$ cat src/rtl/word_find_and_replace_defines.svh
// Assertion macros shared by the word find-and-replace RTL.
// Expects i_clk and the synchronous active-low i_rst_n in the including module.
`ifndef WORD_FIND_AND_REPLACE_DEFINES_SVH
`define WORD_FIND_AND_REPLACE_DEFINES_SVH

// Same-cycle implication, ignored while in reset
`define WFR_ASSERT_IMP(label, ante, cons, msg) \
    label: assert property (@(posedge i_clk) disable iff (!i_rst_n) (ante) |-> (cons)) \
        else $error(msg);

// Next-cycle implication, ignored while in reset
`define WFR_ASSERT_NXT(label, ante, cons, msg) \
    label: assert property (@(posedge i_clk) disable iff (!i_rst_n) (ante) |=> (cons)) \
        else $error(msg);

`endif

$ cat src/rtl/wfr_pkg.sv
// Types and constants for the word find-and-replace block.
// No dependencies; imported by every module of the block.
`default_nettype none

package wfr_pkg;

    // Bytes held by a search or replacement word register
    localparam int WORD_BYTES = 8;
    localparam int BYTE_IW    = $clog2(WORD_BYTES);

    // Delimiter characters
    localparam logic [7:0] SPACE_CHAR   = 8'h20;
    localparam logic [7:0] NEWLINE_CHAR = 8'h0A;

    // Configuration register indexes
    localparam logic [2:0] REG_CASE_SENSITIVE = 3'd0;
    localparam logic [2:0] REG_SEARCH_WORD    = 3'd1;
    localparam logic [2:0] REG_SEARCH_LENGTH  = 3'd2;
    localparam logic [2:0] REG_REPL_WORD      = 3'd3;
    localparam logic [2:0] REG_REPL_LENGTH    = 3'd4;

    // Job queue between front and back
    localparam int QDEPTH = 2;
    localparam int QAW    = $clog2(QDEPTH);
    localparam int QCW    = $clog2(QDEPTH + 1);

    typedef struct packed {
        logic [7:0] text_byte;
        logic       flush_only;
    } t_in_item;

    typedef struct packed {
        logic [7:0] out_byte;
        logic       run_end;
    } t_out_item;

    typedef struct packed {
        logic        case_sensitive;
        logic [63:0] search_word;
        logic [3:0]  search_length;
        logic [63:0] replacement_word;
        logic [3:0]  replacement_length;
    } t_cfg;

    // One burst of output bytes caused by a single input transaction
    typedef struct packed {
        logic [WORD_BYTES-1:0][7:0] bytes;
        logic [3:0]                 count;
    } t_job;

    // Queue status seen by the front and the back
    typedef struct packed {
        logic full;
        logic empty;
    } t_q_status;

endpackage

`default_nettype wire

$ cat src/rtl/word_find_and_replace.sv
// Top level of the word find-and-replace block: configuration registers and wiring.
// Depends on wfr_pkg, wfr_front, wfr_queue and wfr_back.
//
//  channel | direction | payload      | handshake
//  --------+-----------+--------------+------------------------------
//  in      | input     | t_in_item    | i_in_valid / o_in_stall
//  out     | output    | t_out_item   | o_out_valid / i_out_stall
//  cfg     | input     | 64-bit data  | i_cfg_we, i_cfg_index
//
// The front end takes one input transaction per cycle while the job queue has room.
// An input causing n results (0 to 8) occupies the output serialiser for n bytes,
// one byte per cycle unless the output stalls; the output port sets the sustained rate.
// Reset is synchronous; no clearing pass, the block accepts input straight after reset.
// Output stalls back up through the two-entry job queue to o_in_stall.
`default_nettype none

module word_find_and_replace
    import wfr_pkg::*;
#(
    parameter int MAX_WORD = 8
) (
    input  wire logic        i_clk,
    input  wire logic        i_rst_n,
    input  wire logic        i_cfg_we,
    input  wire logic [2:0]  i_cfg_index,
    input  wire logic [63:0] i_cfg_data,
    input  wire logic        i_in_valid,
    input  wire t_in_item    i_in_data,
    output logic             o_in_stall,
    output logic             o_out_valid,
    input  wire logic        i_out_stall,
    output t_out_item        o_out_data
);

    logic        r_case_sensitive;
    logic [63:0] r_search_word;
    logic [3:0]  r_search_length;
    logic [63:0] r_repl_word;
    logic [3:0]  r_repl_length;

    t_cfg      cfg;
    t_job      push_job;
    t_job      pop_job;
    t_q_status q_status;
    logic      push;
    logic      pop;

    // Configuration registers
    always_ff @(posedge i_clk) begin
        if (!i_rst_n) begin
            r_case_sensitive <= 1'b1;
            r_search_word    <= '0;
            r_search_length  <= 4'd1;
            r_repl_word      <= '0;
            r_repl_length    <= 4'd0;
        end else if (i_cfg_we) begin
            case (i_cfg_index)
                REG_CASE_SENSITIVE: r_case_sensitive <= i_cfg_data[0];
                REG_SEARCH_WORD:    r_search_word    <= i_cfg_data;
                REG_SEARCH_LENGTH:  r_search_length  <= i_cfg_data[3:0];
                REG_REPL_WORD:      r_repl_word      <= i_cfg_data;
                REG_REPL_LENGTH:    r_repl_length    <= i_cfg_data[3:0];
                default: ;
            endcase
        end
    end

    assign cfg.case_sensitive     = r_case_sensitive;
    assign cfg.search_word        = r_search_word;
    assign cfg.search_length      = r_search_length;
    assign cfg.replacement_word   = r_repl_word;
    assign cfg.replacement_length = r_repl_length;

    wfr_front #(
        .MAX_WORD (MAX_WORD)
    ) u_front (
        .i_clk      (i_clk),
        .i_rst_n    (i_rst_n),
        .i_cfg      (cfg),
        .i_in_valid (i_in_valid),
        .i_in_data  (i_in_data),
        .o_in_stall (o_in_stall),
        .i_q_status (q_status),
        .o_push     (push),
        .o_job      (push_job)
    );

    wfr_queue u_queue (
        .i_clk    (i_clk),
        .i_rst_n  (i_rst_n),
        .i_push   (push),
        .i_job    (push_job),
        .i_pop    (pop),
        .o_job    (pop_job),
        .o_status (q_status)
    );

    wfr_back u_back (
        .i_clk       (i_clk),
        .i_rst_n     (i_rst_n),
        .i_job       (pop_job),
        .i_q_status  (q_status),
        .o_pop       (pop),
        .o_out_valid (o_out_valid),
        .i_out_stall (i_out_stall),
        .o_out_data  (o_out_data)
    );

endmodule

`default_nettype wire

$ cat src/rtl/wfr_front.sv
// Front end: accepts text transactions, keeps the match window and builds output jobs.
// Depends on wfr_pkg.
`default_nettype none

module wfr_front
    import wfr_pkg::*;
#(
    parameter int MAX_WORD = 8
) (
    input  wire logic      i_clk,
    input  wire logic      i_rst_n,
    input  wire t_cfg      i_cfg,
    input  wire logic      i_in_valid,
    input  wire t_in_item  i_in_data,
    output logic           o_in_stall,
    input  wire t_q_status i_q_status,
    output logic           o_push,
    output t_job           o_job
);

    localparam int FW = $clog2(MAX_WORD + 1);

    logic [7:0]    r_win [MAX_WORD];
    logic [FW-1:0] r_fill;

    logic [7:0]    a_win [MAX_WORD];
    logic [7:0]    n_win [MAX_WORD];
    logic [FW-1:0] a_fill;
    logic [FW-1:0] n_fill;
    logic [FW-1:0] len;
    logic [FW-1:0] sh;
    logic [3:0]    len4;
    logic [3:0]    rlen;
    logic          in_acc;
    logic          is_delim;
    logic          full;
    logic          hit;

    function automatic logic [7:0] fold_case(input logic [7:0] c);
        if (c >= 8'h41 && c <= 8'h5A) begin
            return c + 8'h20;
        end
        return c;
    endfunction

    assign o_in_stall = i_q_status.full;
    assign in_acc     = i_in_valid && !i_q_status.full;

    // Classify the transaction and work out the window update and output job
    always_comb begin
        // effective search length, clamped to 1..MAX_WORD
        if (i_cfg.search_length == 4'd0) begin
            len4 = 4'd1;
        end else if (i_cfg.search_length > 4'(MAX_WORD)) begin
            len4 = 4'(MAX_WORD);
        end else begin
            len4 = i_cfg.search_length;
        end
        len  = FW'(len4);
        rlen = (i_cfg.replacement_length > 4'(WORD_BYTES)) ? 4'(WORD_BYTES)
                                                           : i_cfg.replacement_length;

        is_delim = (i_in_data.text_byte == SPACE_CHAR) ||
                   (i_in_data.text_byte == NEWLINE_CHAR);

        // window with the new byte appended
        a_win  = r_win;
        for (int i = 0; i < MAX_WORD; i++) begin
            if (FW'(i) == r_fill) begin
                a_win[i] = i_in_data.text_byte;
            end
        end
        a_fill = (r_fill < FW'(MAX_WORD)) ? r_fill + FW'(1) : r_fill;
        full   = (a_fill >= len);

        // compare the oldest len bytes with the search word
        hit = 1'b1;
        for (int i = 0; i < MAX_WORD; i++) begin
            if (FW'(i) < len) begin
                if (i_cfg.case_sensitive) begin
                    if (a_win[i] != i_cfg.search_word[8*i +: 8]) begin
                        hit = 1'b0;
                    end
                end else begin
                    if (fold_case(a_win[i]) != fold_case(i_cfg.search_word[8*i +: 8])) begin
                        hit = 1'b0;
                    end
                end
            end
        end

        // drop the matched word or the oldest byte
        sh    = hit ? len : FW'(1);
        n_win = a_win;
        for (int i = 0; i < MAX_WORD; i++) begin
            for (int j = 1; j <= MAX_WORD; j++) begin
                if (i + j < MAX_WORD) begin
                    if (FW'(j) == sh) begin
                        n_win[i] = a_win[i + j];
                    end
                end
            end
        end
        n_fill = a_fill - sh;

        // output job
        o_job.bytes = '0;
        o_job.count = 4'd0;
        if (i_in_data.flush_only) begin
            for (int i = 0; i < MAX_WORD; i++) begin
                o_job.bytes[i] = r_win[i];
            end
            o_job.count = 4'(r_fill);
        end else if (is_delim) begin
            for (int i = 0; i < MAX_WORD; i++) begin
                o_job.bytes[i] = a_win[i];
            end
            o_job.count = 4'(r_fill) + 4'd1;
        end else if (full) begin
            if (hit) begin
                o_job.bytes = i_cfg.replacement_word;
                o_job.count = rlen;
            end else begin
                o_job.bytes[0] = a_win[0];
                o_job.count    = 4'd1;
            end
        end

        o_push = in_acc && (o_job.count != 4'd0);
    end

    // Window fill count
    always_ff @(posedge i_clk) begin
        if (!i_rst_n) begin
            r_fill <= '0;
        end else if (in_acc) begin
            if (i_in_data.flush_only || is_delim) begin
                r_fill <= '0;
            end else if (full) begin
                r_fill <= n_fill;
            end else begin
                r_fill <= a_fill;
            end
        end
    end

    // Window bytes
    always_ff @(posedge i_clk) begin
        if (in_acc && !i_in_data.flush_only && !is_delim) begin
            if (full) begin
                r_win <= n_win;
            end else begin
                r_win <= a_win;
            end
        end
    end

endmodule

`default_nettype wire

$ cat src/rtl/wfr_queue.sv
// Short job queue that decouples the front end from the output serialiser.
// Depends on wfr_pkg and word_find_and_replace_defines.svh.
`default_nettype none
`include "word_find_and_replace_defines.svh"

module wfr_queue
    import wfr_pkg::*;
(
    input  wire logic i_clk,
    input  wire logic i_rst_n,
    input  wire logic i_push,
    input  wire t_job i_job,
    input  wire logic i_pop,
    output t_job      o_job,
    output t_q_status o_status
);

    t_job           r_mem [QDEPTH];
    logic [QAW-1:0] r_wr;
    logic [QAW-1:0] r_rd;
    logic [QCW-1:0] r_cnt;

    assign o_status.full  = (r_cnt == QCW'(QDEPTH));
    assign o_status.empty = (r_cnt == '0);
    assign o_job          = r_mem[r_rd];

    // Pointers and occupancy
    always_ff @(posedge i_clk) begin
        if (!i_rst_n) begin
            r_wr  <= '0;
            r_rd  <= '0;
            r_cnt <= '0;
        end else begin
            if (i_push) begin
                r_wr <= r_wr + QAW'(1);
            end
            if (i_pop) begin
                r_rd <= r_rd + QAW'(1);
            end
            if (i_push && !i_pop) begin
                r_cnt <= r_cnt + QCW'(1);
            end else if (!i_push && i_pop) begin
                r_cnt <= r_cnt - QCW'(1);
            end
        end
    end

    // Storage
    always_ff @(posedge i_clk) begin
        if (i_push) begin
            r_mem[r_wr] <= i_job;
        end
    end

    `WFR_ASSERT_IMP(a_no_push_full, o_status.full, !i_push, "push into full job queue")
    `WFR_ASSERT_IMP(a_no_pop_empty, o_status.empty, !i_pop, "pop from empty job queue")

endmodule

`default_nettype wire

$ cat src/rtl/wfr_back.sv
// Back end: takes jobs from the queue and sends their bytes one per cycle unless the output stalls.
// Depends on wfr_pkg and word_find_and_replace_defines.svh.
`default_nettype none
`include "word_find_and_replace_defines.svh"

module wfr_back
    import wfr_pkg::*;
(
    input  wire logic      i_clk,
    input  wire logic      i_rst_n,
    input  wire t_job      i_job,
    input  wire t_q_status i_q_status,
    output logic           o_pop,
    output logic           o_out_valid,
    input  wire logic      i_out_stall,
    output t_out_item      o_out_data
);

    t_job      r_job;
    logic [3:0] r_idx;
    logic      r_busy;
    logic      r_ov;
    t_out_item r_out;

    logic adv;
    logic last;
    logic load;

    assign adv  = r_busy && (!r_ov || !i_out_stall);
    assign last = (r_idx + 4'd1 == r_job.count);
    assign load = !i_q_status.empty && (!r_busy || (adv && last));

    assign o_pop       = load;
    assign o_out_valid = r_ov;
    assign o_out_data  = r_out;

    // Serialiser control
    always_ff @(posedge i_clk) begin
        if (!i_rst_n) begin
            r_busy <= 1'b0;
            r_idx  <= 4'd0;
            r_ov   <= 1'b0;
        end else begin
            if (load) begin
                r_busy <= 1'b1;
                r_idx  <= 4'd0;
            end else if (adv) begin
                r_idx <= r_idx + 4'd1;
                if (last) begin
                    r_busy <= 1'b0;
                end
            end
            if (adv) begin
                r_ov <= 1'b1;
            end else if (!i_out_stall) begin
                r_ov <= 1'b0;
            end
        end
    end

    // Job and output payload
    always_ff @(posedge i_clk) begin
        if (load) begin
            r_job <= i_job;
        end
        if (adv) begin
            r_out.out_byte <= r_job.bytes[r_idx[BYTE_IW-1:0]];
            r_out.run_end  <= last;
        end
    end

    `WFR_ASSERT_IMP(a_busy_count, r_busy, r_job.count != 4'd0, "empty job in serialiser")
    `WFR_ASSERT_IMP(a_idx_range, r_busy, r_idx < r_job.count, "byte index past job end")

endmodule

`default_nettype wire

$ cat config.mk
export PLATFORM = sky130hd
export DESIGN_NAME = word_find_and_replace
export DESIGN_NICKNAME = d
export VERILOG_FILES = /design/src/rtl/wfr_pkg.sv /design/src/rtl/word_find_and_replace.sv /design/src/rtl/wfr_front.sv /design/src/rtl/wfr_queue.sv /design/src/rtl/wfr_back.sv
export VERILOG_INCLUDE_DIRS = /design/src /design/src/rtl
export SDC_FILE = /design/constraint.sdc
export NUM_CORES = 1
export LEC_CHECK = 0
export CAP_MARGIN = 20
export CORE_UTILIZATION = 25
export DETAILED_ROUTE_END_ITERATION = 8
export DONT_BUFFER_PORTS = 1
export HOLD_SLACK_MARGIN = 0.05
export PLACE_DENSITY = 0.41
export SYNTH_ARGS = -nofsm -noshare
export SYNTH_HDL_FRONTEND = slang
export SYNTH_SLANG_ARGS = --single-unit
$ cat constraint.sdc
create_clock -name i_clk -period 23.8 [get_ports i_clk]
set_input_delay 1.19 -clock i_clk [delete_from_list [all_inputs] [get_ports i_clk]]
set_output_delay 1.19 -clock i_clk [all_outputs]
set_load 0.02 [all_outputs]
==> summary.md <==
| Metric | Value |
|---|---|
| Pre-CTS WS | `roughly 16 ns` |
| Cell count after synthesis | `2271` |
| Ports | `92` |
| Worst Skew | `about 0.034 ns` |
| Clk buf depth | `3` |
| Initial Utilization | `about a quarter` |
| #FFs+latches synth | `about 430` |
| Simple-Gate Fraction of Synth Area | `12.3%` |
| Layout area overhead | `13.2%` |
| Critical path fanouts, max | `36` |
| FMAX | `roughly 120 MHz` |
| YS warnings | `0` |
| DR WL/cell | `about 26 um` |
| Static leakage | `about 8.7 nW` |
| Inserted Clock Buffers | `51` |
| Hold Vio Cnt, Final | `0` |
| DRC | `0` |
| Part of the cycle the worst path needs | `between 30% and 40%` |
| CTS Hold Bufs | `0` |
| Post-route setup slack | `15.79 ns` |
| Setup Buffers After CTS | `0` |
| Final Setup Violations | `0` |
| Worst-path clk slew | `around 0.070 ns` |
| Post-synth EDFFs | `~280` |
| Syn avg cell area | `10.3 um^2` |
| Ys async rst share | `0%` |
| H-tree lvl count | `2` |
| Post_cts resized | `0` |
| Row Count | `111` |
| Data required time at the worst endpoint | `24.03 ns` |
| Max-Cap Viols | `0` |
| Synth Area in Compound Gates | `a little under a fifth` |
| Crit. End Element | `flop` |
| Gp weighted congestion | `~0.91` |
| Die Y | `around 310 um` |
| Setup crit start kind | `flop` |
| Cell area after synthesis | `around 23000 um^2` |
| Synth Area in XOR/XNOR | `3.85%` |
| Sequential-to-total area share from yosys stat | `48.7%` |
| Largest net degree at the start of global routing | `152` |
| PwrDens | `~95 nW/um^2` |
| Hold crit path type | `flop to flop` |
| Synthesized net count | `roughly 2400` |
| Mux contribution to synthesized area | `~11%` |
| Gr usage total | `between 10% and 20%` |
| WP data arrival | `between 8 and 9 ns` |
| Setup TNS | `0 ns` |
| Share of post-route cells with drive strength above 1 | `a little over an eighth` |
| Final slew viol count | `0` |
| Worst-skew pair later-pin latency | `roughly 0.63 ns` |
| Top FF cell, synth | `edfxtp_1` |
| RSZ-0062 raised after global routing | `false` |
| Initial antenna violation count | `5` |
| CTS tree | `built` |
| Post-DP HPWL | `about 62000 um` |
| Min Tclk post-route | `~8 ns` |
| Die area | `about 94000 um^2` |
| Worst VDD drop | `between 0.04 and 0.05 mV` |
| Root buf cell | `clkbuf_16` |
| Final nets | `about 2300` |
| Slew at the pin with the worst max-slew slack | `approximately 1.2 ns` |
| Port bufs | `0` |
| Post-Route WL | `just under 90000 um` |
| Grt ovf | `0` |
| Vias in the first global route | `around 18000` |
| Initial DRC count | `~1800` |
| Fin cells | `about 3500` |
| Synth top area share | `a little over a third` |
| Die width | `about 300 um` |
| First-pass GRT wire length | `between 100000 and 150000 um` |
| Sink Count | `between 400 and 500` |
| Post-Synth Adder-Cell Area | `1.70%` |
| Via density per instance | `approximately 5.3` |
| Via count | `approximately 18000` |
| Post-DRT Antenna Nets | `0` |
| Cell taking the most area after synthesis | `edfxtp_1` |
| Util after Layout | `about 29%` |
| Core area | `91900 um^2` |
| CP Class | `flop to flop` |
| Pre-Repair DR Iteration Count | `7` |
| Yosys cell types | `88` |
| Status | `completed` |
| Main combinational cell family by area after synthesis | `compound AO/OA/AOI/OAI gates` |
| Cells after DPL | `3400` |
| Normalized max-slew margin | `~17%` |
| Synth top area cells | `edfxtp_1, dfxtp_1, nand2_1` |
-- layout by cell type (no fill, tap or decap), types with 19 or more instances in the layout --
master	instances
inv_1	58
xor2_1	32
clkbuf_16	53
nor2_1	89
a22oi_1	44
xnor2_1	60
ha_1	30
nor3_1	23
buf_4	40
mux2_2	126
dfxtp_1	149
a211oi_1	37
nand3_1	19
a221oi_1	23
o22ai_1	31
nor2b_1	23
o221ai_1	31
mux2i_1	68
nand2_1	386
a21oi_1	102
edfxtp_1	277
o21ai_0	115
a21boi_0	132
-- through the flow --
step	power [mW]	area, um^2	hold slack (ns)
2_1_floorplan	1.50	23300	0.443
3_3_place_gp	1.73	24600	0.457
3_5_place_dp	1.74	24600	0.467
4_1_cts	2.54	26300	0.477
5_1_grt	2.63	26400	0.493
6_report	2.52	26400	0.469
-- sequential cells by signal, indices dropped and copies added (netlist names), 2 cells and up --
| signal | cells |
|---|---|
| r_repl_word | 64 |
| u_queue.r_cnt | 2 |
| u_queue.r_mem | 136 |
| u_back.r_idx | 4 |
| u_front.r_fill | 4 |
| u_front.r_win | 64 |
| r_search_length | 4 |
| r_repl_length | 4 |
| u_back.r_job | 68 |
| r_search_word | 64 |
| u_back.o_out_data | 9 |
-- logic make-up after synthesis --
family	Yosys count
buffers and inverters	219
AO/OA/AOI/OAI	644
flip-flops	428
XOR/XNOR	96
AND/OR/NAND/NOR	640
adder cells (fa/ha/maj)	31
multiplexers	213
-- area by class of cell --
| class | instances | area, um^2 |
|---|---|---|
| repair buffers | 45 | 367 |
| inverters | 64 | 240 |
| well taps | 1243 | 1560 |
| clock buffers | 67 | 1420 |
| multi-input cells | 1624 | 11100 |
| flip-flops and latches | 428 | 11300 |
| diodes | 4 | 10.0 |
| fillers | 9684 | 65600 |
| clock inverters | 28 | 282 |
-- worst max-delay path: stages (launching register included) --
cell and delay [ns]:
dfxtp_1 0.74, nand3b_1 0.56, a21oi_1 0.63, clkinv_1 0.47, ha_1 0.35, xnor3_1 0.35
or3b_1 0.33, a2111oi_0 0.75, o32ai_1 0.23, or2_1 0.42, nor4_1 0.73, a31o_2 0.29
o41a_1 0.27, nor2b_4 0.85, buf_4 0.58
-- cells in the mapped netlist (6+ instances only) --
master and instances:
a2111oi_0 9, a211oi_1 37, a21boi_0 132, a21o_1 11, a21oi_1 103, a221oi_1 23
a22oi_1 44, a2bb2oi_1 9, a31oi_1 13, a32oi_1 6, and2_1 7, buf_1 8
buf_2 18, clkbuf_1 127, dfxtp_1 151, edfxtp_1 277, ha_1 30, inv_1 59
mux2_2 126, mux2i_1 68, mux4_2 16, nand2_1 387, nand2b_1 7, nand3_1 20
nand3b_1 6, nor2_1 89, nor2b_1 24, nor3_1 25, nor4_1 13, o211ai_1 9
o21ai_0 115, o221ai_1 31, o22ai_1 31, o31ai_1 10, or3_1 12, or4_1 17
xnor2_1 60, xor2_1 32
-- where the power goes --
group	leakage, nW	switching (mW)	internal, mW
Clock	0.836	0.330	0.465
Sequential	3.83	0.0749	0.979
Combinational	4.00	0.417	0.249
-- routing by layer --
layer,GRT usage [%],wire (um),vias to the layer above
met1,25.4,39800,9157
met2,28.1,38900,748
met3,4.67,7550,151
li1,-,-,8331
met4,6.72,3190,4
met5,0,30,-
-- worst paths after layout --
kind                startpoint              endpoint  slack (ns)  depth (start not counted)
min reg2reg    r_repl_word[22]       r_repl_word[22]        0.47                          2
min            r_repl_word[22]       r_repl_word[22]        0.47                          2
max reg2reg  u_front.r_fill[2]  u_queue.r_mem[0][10]       15.79                         14
max          u_front.r_fill[2]  u_queue.r_mem[0][10]       15.79                         14
Power figures use the tool's default switching activity.
